$ cat src/rtl/rgbhsv_pkg.sv
// rgb to hsv converter: shared widths, payload structs and pipeline state
// no dependencies
package rgbhsv_pkg;

  localparam int CHANNEL_BITS  = 8;
  localparam int FRACTION_BITS = 16;
  localparam int DEN_BITS      = CHANNEL_BITS + 3;
  localparam int SAT_BITS      = FRACTION_BITS + 1;
  localparam int NUM_STAGES    = FRACTION_BITS + 2;

  typedef struct packed {
    logic [CHANNEL_BITS-1:0] red;
    logic [CHANNEL_BITS-1:0] green;
    logic [CHANNEL_BITS-1:0] blue;
  } rgb_pix_t;

  typedef struct packed {
    logic [FRACTION_BITS-1:0] hue;
    logic [SAT_BITS-1:0]      saturation;
    logic [CHANNEL_BITS-1:0]  brightness;
  } hsv_pix_t;

  typedef enum logic [1:0] {
    SEC_RED,
    SEC_GREEN,
    SEC_BLUE
  } sector_t;

  typedef struct packed {
    logic [DEN_BITS-1:0]      hue_rem;
    logic [DEN_BITS-1:0]      hue_den;
    logic [CHANNEL_BITS-1:0]  sat_rem;
    logic [CHANNEL_BITS-1:0]  sat_den;
    logic [FRACTION_BITS-1:0] hue_q;
    logic [SAT_BITS-1:0]      sat_q;
    logic [CHANNEL_BITS-1:0]  brightness;
  } div_state_t;

endpackage

$ cat src/rtl/rgb_to_hsv_core.sv
// rgb to hsv converter top level: front stages, divider pipeline, handshake
// depends on rgbhsv_pkg, rgbhsv_front, rgbhsv_div_step
//
// Converts one 8-bit RGB pixel per clock, unless the pipeline is stalled, into
// hue (16-bit fraction of a turn), saturation (17 bits, 65536 means one) and
// brightness (largest channel). There are two front stages, then 16 stages of
// the hue and saturation restoring dividers, each stage producing one quotient bit.
// Each stage holds its transaction only while the stage after it is full
// and blocked, so bubbles are squeezed out and a stalled result does not
// stop new pixels from entering until the pipeline is full.
module rgb_to_hsv_core (
  input  logic                  clk,
  input  logic                  rst_n,
  input  logic                  in_valid,
  output logic                  in_stall,
  input  rgbhsv_pkg::rgb_pix_t  in_pix,
  output logic                  out_valid,
  input  logic                  out_stall,
  output rgbhsv_pkg::hsv_pix_t  out_hsv
);
  import rgbhsv_pkg::*;

  logic [NUM_STAGES-1:0] en;
  logic [NUM_STAGES-1:0] vld;
  div_state_t            st [NUM_STAGES];

  assign en[NUM_STAGES-1] = !vld[NUM_STAGES-1] || !out_stall;

  genvar k;
  generate
    for (k = 0; k < NUM_STAGES - 1; k++) begin : g_en
      assign en[k] = !vld[k] || en[k+1];
    end
  endgenerate

  assign in_stall = !en[0];

  rgbhsv_front u_front (
    .clk     (clk),
    .rst_n   (rst_n),
    .en_a    (en[0]),
    .en_b    (en[1]),
    .vld_in  (in_valid),
    .pix_in  (in_pix),
    .vld_a_r (vld[0]),
    .vld_b_r (vld[1]),
    .st_r    (st[1])
  );

  // stage a carries no divider state
  assign st[0] = st[1];

  generate
    for (k = 2; k < NUM_STAGES; k++) begin : g_div
      rgbhsv_div_step u_step (
        .clk    (clk),
        .rst_n  (rst_n),
        .en     (en[k]),
        .vld_in (vld[k-1]),
        .st_in  (st[k-1]),
        .vld_r  (vld[k]),
        .st_r   (st[k])
      );
    end
  endgenerate

  assign out_valid          = vld[NUM_STAGES-1];
  assign out_hsv.hue        = st[NUM_STAGES-1].hue_q;
  assign out_hsv.saturation = st[NUM_STAGES-1].sat_q;
  assign out_hsv.brightness = st[NUM_STAGES-1].brightness;

  a_sat_range: assert property (@(posedge clk) disable iff (!rst_n)
    out_valid |-> out_hsv.saturation <= (SAT_BITS'(1) << FRACTION_BITS))
    else $error("saturation above one");

  a_black_sat: assert property (@(posedge clk) disable iff (!rst_n)
    out_valid && out_hsv.brightness == '0 |-> out_hsv.saturation == '0)
    else $error("black pixel with nonzero saturation");

  a_grey_hue: assert property (@(posedge clk) disable iff (!rst_n)
    out_valid && out_hsv.saturation == '0 |-> out_hsv.hue == '0)
    else $error("grey pixel with nonzero hue");

  a_no_hold_when_free: assert property (@(posedge clk) disable iff (!rst_n)
    !out_valid |-> !in_stall)
    else $error("input stalled while output stage is empty");

endmodule

$ cat src/rtl/rgbhsv_front.sv
// rgb to hsv converter: two front stages, max/min and sector, then hue numerator,
// divisors and the integer quotient bit; depends on rgbhsv_pkg
module rgbhsv_front (
  input  logic                    clk,
  input  logic                    rst_n,
  input  logic                    en_a,
  input  logic                    en_b,
  input  logic                    vld_in,
  input  rgbhsv_pkg::rgb_pix_t    pix_in,
  output logic                    vld_a_r,
  output logic                    vld_b_r,
  output rgbhsv_pkg::div_state_t  st_r
);
  import rgbhsv_pkg::*;

  localparam int NW = DEN_BITS + 1;

  logic [CHANNEL_BITS-1:0] mx_nxt, mn_nxt, mx_r, mn_r;
  sector_t                 sec_nxt, sec_r;
  logic signed [CHANNEL_BITS:0] diff_nxt, diff_r;

  logic [CHANNEL_BITS-1:0] rg_max, rg_min;
  logic [CHANNEL_BITS-1:0] d;
  logic [DEN_BITS-1:0]     d_ext, d6, base;
  logic signed [NW-1:0]    num_s;
  logic                    grey, black, sat_one;
  div_state_t              st_nxt;

  // stage a: extremes and leading channel
  always_comb begin
    rg_max = (pix_in.red > pix_in.green) ? pix_in.red : pix_in.green;
    rg_min = (pix_in.red < pix_in.green) ? pix_in.red : pix_in.green;
    mx_nxt = (pix_in.blue > rg_max) ? pix_in.blue : rg_max;
    mn_nxt = (pix_in.blue < rg_min) ? pix_in.blue : rg_min;
    if (mx_nxt == pix_in.red) begin
      sec_nxt  = SEC_RED;
      diff_nxt = $signed({1'b0, pix_in.green}) - $signed({1'b0, pix_in.blue});
    end else if (mx_nxt == pix_in.green) begin
      sec_nxt  = SEC_GREEN;
      diff_nxt = $signed({1'b0, pix_in.blue}) - $signed({1'b0, pix_in.red});
    end else begin
      sec_nxt  = SEC_BLUE;
      diff_nxt = $signed({1'b0, pix_in.red}) - $signed({1'b0, pix_in.green});
    end
  end

  always_ff @(posedge clk) begin
    if (!rst_n) begin
      vld_a_r <= 1'b0;
    end else if (en_a) begin
      vld_a_r <= vld_in;
    end
  end

  always_ff @(posedge clk) begin
    if (en_a) begin
      mx_r   <= mx_nxt;
      mn_r   <= mn_nxt;
      sec_r  <= sec_nxt;
      diff_r <= diff_nxt;
    end
  end

  // stage b: hue numerator in sixths of a turn, divisors, first quotient bit
  always_comb begin
    d     = mx_r - mn_r;
    d_ext = {3'b000, d};
    d6    = (d_ext << 2) + (d_ext << 1);
    unique case (sec_r)
      SEC_RED:   base = '0;
      SEC_GREEN: base = d_ext << 1;
      SEC_BLUE:  base = d_ext << 2;
      default:   base = '0;
    endcase
    num_s = $signed({1'b0, base}) + {{(NW-CHANNEL_BITS-1){diff_r[CHANNEL_BITS]}}, diff_r};
    if (sec_r == SEC_RED && diff_r < 0) begin
      num_s = num_s + $signed({1'b0, d6});
    end
    grey    = (d == '0);
    black   = (mx_r == '0);
    sat_one = (mn_r == '0) && !black;

    st_nxt.hue_rem    = grey ? '0 : num_s[DEN_BITS-1:0];
    st_nxt.hue_den    = grey ? DEN_BITS'(1) : d6;
    st_nxt.sat_den    = black ? CHANNEL_BITS'(1) : mx_r;
    st_nxt.sat_rem    = sat_one ? '0 : d;
    st_nxt.hue_q      = '0;
    st_nxt.sat_q      = {{FRACTION_BITS{1'b0}}, sat_one};
    st_nxt.brightness = mx_r;
  end

  always_ff @(posedge clk) begin
    if (!rst_n) begin
      vld_b_r <= 1'b0;
    end else if (en_b) begin
      vld_b_r <= vld_a_r;
    end
  end

  always_ff @(posedge clk) begin
    if (en_b) begin
      st_r <= st_nxt;
    end
  end

endmodule

$ cat src/rtl/rgbhsv_div_step.sv
// rgb to hsv converter: one registered restoring step of the hue and
// saturation dividers; depends on rgbhsv_pkg
module rgbhsv_div_step (
  input  logic                    clk,
  input  logic                    rst_n,
  input  logic                    en,
  input  logic                    vld_in,
  input  rgbhsv_pkg::div_state_t  st_in,
  output logic                    vld_r,
  output rgbhsv_pkg::div_state_t  st_r
);
  import rgbhsv_pkg::*;

  logic [DEN_BITS:0]     hue_sh, hue_dif;
  logic [CHANNEL_BITS:0] sat_sh, sat_dif;
  logic                  hue_ge, sat_ge;
  div_state_t            st_nxt;

  always_comb begin
    hue_sh  = {st_in.hue_rem, 1'b0};
    hue_ge  = hue_sh >= {1'b0, st_in.hue_den};
    hue_dif = hue_sh - {1'b0, st_in.hue_den};
    sat_sh  = {st_in.sat_rem, 1'b0};
    sat_ge  = sat_sh >= {1'b0, st_in.sat_den};
    sat_dif = sat_sh - {1'b0, st_in.sat_den};

    st_nxt            = st_in;
    st_nxt.hue_rem    = hue_ge ? hue_dif[DEN_BITS-1:0] : hue_sh[DEN_BITS-1:0];
    st_nxt.sat_rem    = sat_ge ? sat_dif[CHANNEL_BITS-1:0] : sat_sh[CHANNEL_BITS-1:0];
    st_nxt.hue_q      = {st_in.hue_q[FRACTION_BITS-2:0], hue_ge};
    st_nxt.sat_q      = {st_in.sat_q[SAT_BITS-2:0], sat_ge};
  end

  always_ff @(posedge clk) begin
    if (!rst_n) begin
      vld_r <= 1'b0;
    end else if (en) begin
      vld_r <= vld_in;
    end
  end

  always_ff @(posedge clk) begin
    if (en) begin
      st_r <= st_nxt;
    end
  end

endmodule

$ cat config.mk
export PLATFORM = sky130hd
export DESIGN_NAME = rgb_to_hsv_core
export DESIGN_NICKNAME = d
export VERILOG_FILES = /design/src/rtl/rgbhsv_pkg.sv /design/src/rtl/rgb_to_hsv_core.sv /design/src/rtl/rgbhsv_front.sv /design/src/rtl/rgbhsv_div_step.sv
export SDC_FILE = /design/constraint.sdc
export NUM_CORES = 2
export LEC_CHECK = 0
export BUFFER_PORTS_ARGS = -buffer_cell sky130_fd_sc_hd__buf_2
export CORE_MARGIN = 2
export CORE_UTILIZATION = 45
export CTS_CLUSTER_DIAMETER = 200
export DETAILED_ROUTE_END_ITERATION = 7
export PLACE_DENSITY = 0.68
export SYNTH_ARGS = -nofsm -noshare
export SYNTH_HDL_FRONTEND = slang
export SYNTH_SLANG_ARGS = --single-unit
$ cat constraint.sdc
create_clock -name clk -period 12.95 [get_ports clk]
set_input_delay 1.9425 -clock clk [delete_from_list [all_inputs] [get_ports clk]]
set_output_delay 1.9425 -clock clk [all_outputs]
set_load 0.02 [all_outputs]
After elaboration in Yosys (flattened, before gate mapping)
Cells that the tools add are included.
{"block": "word_totals", "regBits": 1078, "in_bits": 28, "rom_bits": 0, "latch_bits": 0, "out_inout_bits": 43, "memories": 0, "ramBits": 0}
{"block": "op_classes", "n_eq_ne": 4, "muxes": 39, "reduce_logical": 45, "n_addsub": 37, "magnitude_cmp": 37, "bitwise_logic": 0, "shift": 0, "div": 0, "mul": 0}
{"op": "$ge 12x11->1", "count": 16}
{"op": "$mux 11", "count": 16}
{"op": "$sub 11x11->11", "count": 15}
{"op": "$mux 8", "count": 19}
{"op": "$ge 9x8->1", "count": 16}
{"op": "$sub 8x8->8", "count": 16}
{"op": "$sub 8x8->9", "count": 3}
{"op": "$logic_not 8->1", "count": 3}
{"op": "$logic_not 1->1", "count": 21}
{"op": "$pmux 10 s2", "count": 1}
{"op": "$logic_or 1x1->1", "count": 18}
{"op": "$mux 9", "count": 2}
{"op": "$eq 8x8->1", "count": 2}
{"op": "$gt 8x8->1", "count": 2}
{"op": "$lt 8x8->1", "count": 2}
{"op": "$add 10x9->11", "count": 1}
{"op": "$add 11x11->11", "count": 1}
{"op": "$add 11x9->11", "count": 1}
{"op": "$lt 9x1->1 const B", "count": 1}
{"op": "$eq 2x1->1 const B", "count": 1}
{"op": "$eq 2x2->1 const B", "count": 1}
{"op": "$logic_and 1x1->1", "count": 2}
{"op": "$logic_not 2->1", "count": 1}
{"op": "$mux 2", "count": 1}

Longest topological paths before layout
{"block": "logic_depth", "ltp_word": 20, "mapped_depth": 24, "depth_no_buf": 23}

By module
A second synthesis with hierarchy kept.
{"block": "unflattened", "cells_unflattened": 4658, "hier_area_um2": 64373.0}
{"mod": "rgbhsv_div_step", "n_inst": 16, "seq_area_each_um2": 2392.3, "area_each_um2": 3601.0, "cells_per_inst": 247}
{"mod": "rgbhsv_front", "n_inst": 1, "seq_area_each_um2": 2262.2, "area_each_um2": 6596.3, "cells_per_inst": 678}
{"mod": "rgb_to_hsv_core", "n_inst": 1, "seq_area_each_um2": 0.0, "area_each_um2": 161.4, "cells_per_inst": 28}

Worst setup path before layout
OpenSTA, ideal clock, no wires.
{"block": "synth_timing", "kind": "input port to output port", "start": "in out_stall", "end": "out in_stall", "path_buffers": 0, "arrival_ns": 7.262, "path_stages": 9, "path_slack_ns": 3.746, "cell_sequence": "nand2_1 > nor2_1 > and2_1 > inv_1 > nor4_1 > nand2_1 > nor2_1 > nand2_1 > inv_1"}
{"block": "synth_via", "elab_chain_cells": 20}
{"element": "start, declared", "line_no": "rgb_to_hsv_core.sv:18", "source": "input logic out_stall,"}
{"element": "$logic_not 1->1", "line_no": "rgb_to_hsv_core.sv:27", "source": "assign en[NUM_STAGES-1] = !vld[NUM_STAGES-1] || !out_stall;"}
{"element": "$logic_or 1x1->1", "line_no": "rgb_to_hsv_core.sv:27"}
{"element": "$logic_or 1x1->1 (5 in series)", "line_no": "rgb_to_hsv_core.sv:32", "source": "assign en[k] = !vld[k] || en[k+1];"}
{"element": "named net g_div[12].u_step.en", "line_no": "rgbhsv_div_step.sv:6", "source": "input logic en,"}
{"element": "$logic_or 1x1->1 (10 in series)", "line_no": "rgb_to_hsv_core.sv:32"}
{"element": "named net g_div[2].u_step.en", "line_no": "rgbhsv_div_step.sv:6"}
{"element": "$logic_or 1x1->1 (2 in series)", "line_no": "rgb_to_hsv_core.sv:32"}
{"element": "$logic_not 1->1", "line_no": "rgb_to_hsv_core.sv:36", "source": "assign in_stall = !en[0];"}
{"element": "end, declared", "line_no": "rgb_to_hsv_core.sv:15", "source": "output logic in_stall,"}
The timed path passes the listed nets, and every way through them passes these cells.

Worst setup path in the final report
{"block": "layout_timing", "start": "in in_pix[14] (netlist name)", "end": "reg u_front.diff_r[8], data pin"}
{"block": "layout_via", "elab_chain_cells": 7, "elab_cells_between_ends": 10, "cone_classes": "2 x add/sub; 2 x order compare; 2 x eq/ne; 4 x mux"}
{"element": "start, declared", "line_no": "rgb_to_hsv_core.sv:16", "source": "input rgbhsv_pkg::rgb_pix_t in_pix,"}
{"element": "$gt 8x8->1", "line_no": "rgbhsv_front.sv:31", "source": "rg_max = (pix_in.red > pix_in.green) ? pix_in.red : pix_in.green;"}
{"element": "$mux 8", "line_no": "rgbhsv_front.sv:31"}
{"element": "$gt 8x8->1", "line_no": "rgbhsv_front.sv:33", "source": "mx_nxt = (pix_in.blue > rg_max) ? pix_in.blue : rg_max;"}
{"element": "$mux 8", "line_no": "rgbhsv_front.sv:33"}
{"element": "$eq 8x8->1", "line_no": "rgbhsv_front.sv:38", "source": "end else if (mx_nxt == pix_in.green) begin"}
{"element": "$mux 9", "line_no": "rgbhsv_front.sv:38"}
{"element": "$mux 9 (*)", "line_no": "rgbhsv_front.sv:35", "source": "if (mx_nxt == pix_in.red) begin"}
{"element": "named net u_front.diff_nxt[8]", "line_no": "rgbhsv_front.sv:20", "source": "logic signed [CHANNEL_BITS:0] diff_nxt, diff_r;"}
{"element": "end signal, assigned", "line_no": "rgbhsv_front.sv:60", "source": "diff_r <= diff_nxt;"}
{"element": "end, declared", "line_no": "rgbhsv_front.sv:20"}
The timed path passes the listed nets; every way through them passes the cells marked *.
A chain may end at the register's enable or synchronous reset.

==> impl_metrics.toml <==
[routing]
drtAntennaViolNets = 0
first_iter_violations = 1564
routedWlPerCell_um = 15.1
vias_per_cell = 5.11
drcViolationCount = 0
vias = 29600
postRouteWirelength_um = 87500
dr.pass1.iters = 5

[cells_and_area]
fin_cells = 5795
antenna_cells = 0
fin_nets = 4620
area_growth_pct = 11.2
drive_gt1_frac = 0.115

[placed_design]
numPortBuffers = 70
hpwl_um = 64600
pre_cts_slack_ns = 4.53
place_inst = 5591
gp_congestion = 0.856

[sta]
fin_tns_setup_ns = 0
max_freq_ghz = 0.128
rsz0062_at_grt = "no"
finalCriticalPeriod_ns = 7.80
max_slew_margin = 0.183
maxSlewViolCount = 0
finClkSkew_ns = 0.0534
finalCritPeriodShare = 0.603
setup_violations = 0
finalHoldViolations = 0
setup_ws_ns = 5.15
worst_hold_slack_ns = 0.385
tightest_slew_ns = 1.22

[worst_setup_path]
crit_start = "in_pix[14]"
critical_path_arrival_ns = 8.19
ff2ff_setup_slack_ns = 7.68
end_kind = "register"
critPathLaunchType = "primary input"
required_ns = 13.34
worstSetupPathType = "primary input to register"
r2r_cells = 19
cp-endpoint = "u_front.diff_r[8]"
crit_fanout = 29
timing.rr.end = "u_front.st_r[78]"
r2r_start = "u_front.mx_r[1]"

[logic_synthesis]
synthXorXnorAreaFrac = 0.0282
synth_adder_area_share = 0.103
synth-simple-area-share = 0.0796
synth_top_family_by_area = "adder cells"
ys_ff_latch = 1078
syn_nets = 4472
yosysSeqAreaShare = 0.610
netlist_instances = 4031
synthFlopType = "edfxtp_1"
synth_top_area_frac = 0.603
synth_compound_area_frac = 0.0839
syn_avg_cell_area_um2 = 13.1
async_flop_share = 0
synth_common_cells = "1060 x edfxtp_1, 534 x inv_1, 376 x ha_1"
synth_most_common_cell = "edfxtp_1"
netlist_area_um2 = 52800
synth.distinct_cells = 72
synthTopCellsByArea = "edfxtp_1 60%, ha_1 8.9%, mux2_2 4.0%, inv_1 3.8%, nor2_1 1.9%"
synth_mux_area_frac = 0.0523
yosysWarnings = 0
synth_edf_count = 1060
synth_top_area_cell = "edfxtp_1"

[global_route]
grt_max_degree = 78
grt_pass1_vias = 30700
grt_use_met2 = 0.285
busiest_layer = "met2"
track_usage = 0.148
grt.overflow.total = 0
grt_pass1_wl_um = 147000
antenna_found_initial = 1
use_met3 = 0.0242
use_met1 = 0.163

[clocking]
htreeDepth = 3
clock-sinks = 1078
numCtsBuffers = 110
cts_root_buffer = "clkbuf_16"
insertion_delay_ns = 0.70
cts_hold_buf = 0
tritoncts = "done"
postCtsSetupRepairBufs = 0
cts_resized = 0
clockBufferDepth = 3
clkTransAtPathRegs_ns = 0.06

[flow_run]
drv_cap = 0

[hold_path]
hold_class = "register to register"

[floorplan]
initial_core_util = 0.454
die_x_um = 346
io_pins = 71
dieArea_um2 = 120000
die_h_um = 346
rows = 125
core_um2 = 116000

[status]
status = "finished clean"
## through the flow
| step | area [um2] | util |
|---|---|---|
| 3_3_place_gp | 54900 | 0.473 |
| 3_5_place_dp | 54900 | 0.473 |
| 4_1_cts | 58700 | 0.505 |
| 2_1_floorplan | 52800 | - |
| 6_report | 58700 | 0.505 |
| 5_1_grt | 58700 | 0.505 |
## cell families (layout without fill, tap and decap cells)
logic type / count (synthesis) / after routing
adders and majority gates: 413 / 413
xor gates and xnor gates: 170 / 170
DFF: 1078 / 1078
AOI/OAI and AO/OA: 665 / 665
buffers and inverters: 587 / 827
muxes: 252 / 252
and+or+nand+nor: 866 / 866
## routing by layer
layer  share of wire  vias to the layer above
li1                -                    14900
met1            0.40                    14100
met2            0.54                      441
met3           0.034                      171
met4           0.028                        0
met5               0                        -
## worst min-delay path by stage
stage                                    startpoint                   endpoint  cells past startpoint
after floorplan             g_div[9].u_step.st_r[0]   g_div[10].u_step.st_r[0]                      0
after global placement    g_div[16].u_step.st_r[35]  g_div[17].u_step.st_r[36]                      0
after detailed placement    g_div[9].u_step.st_r[1]   g_div[10].u_step.st_r[1]                      0
after CTS                  g_div[8].u_step.st_r[27]   g_div[9].u_step.st_r[28]                      0
after global routing        g_div[8].u_step.st_r[2]    g_div[9].u_step.st_r[2]                      0
final                      g_div[8].u_step.st_r[27]   g_div[9].u_step.st_r[28]                      0
## layout by cell type, fill, tap and decap left out, types with 18 or more instances in the layout
cell,synthesis,final
a211oi_1,23,23
a21boi_0,66,66
a21o_1,54,54
a21oi_1,129,129
and2_1,50,50
and3_1,25,25
buf_2,19,70
buf_4,2,18
clkbuf_1,28,25
clkbuf_16,0,111
clkinv_2,0,18
dfxtp_1,18,18
edfxtp_1,1060,1060
fa_1,37,37
ha_1,376,376
inv_1,534,527
mux2_2,189,189
mux2i_1,63,63
nand2_1,172,165
nand2b_1,43,43
nand3_1,56,54
nand4_1,45,45
nor2_1,266,266
nor2b_1,95,95
nor3_1,56,56
nor4_1,27,27
o211ai_1,23,23
o21a_1,42,42
o21ai_0,172,172
o221ai_1,18,18
xnor2_1,88,88
xor2_1,82,82
## final cells by class
class                   count  area (um2)
fillers                  9665       57500
multi-input cells        2366       18400
well taps                1524        1910
inverters                 535        2010
flip-flops and latches   1078       32200
clock inverters            59         739
repair buffers             88         485
clock buffers             145        3000
## flip-flops by register name (all words and copies together), names as in the netlist
register and flops:
u_front.vld_b_r 1, g_div.u_step.vld_r 16, u_front.mn_r 8, g_div.u_step.st_r 986, u_front.st_r 47, u_front.vld_a_r 1
u_front.diff_r 9, u_front.mx_r 8, u_front.sec_r 2
## worst max-delay path: stages
cell and delay (ns):
buf_2 0.16, inv_1 0.12, ha_1 0.38, and3_1 0.26, a221o_1 0.40, o21ai_1 0.96, mux2i_1 0.52, ha_1 0.34
a21oi_1 0.13, o21ai_0 0.09, o21ai_1 0.12, and2_1 0.82, o22ai_1 0.15, a2111oi_0 0.54, nand4_1 0.72, mux2_2 0.53
Power is left out: the tool's default activity adds up to more than one toggle a clock period on the data nets, which glitch-free logic cannot reach.
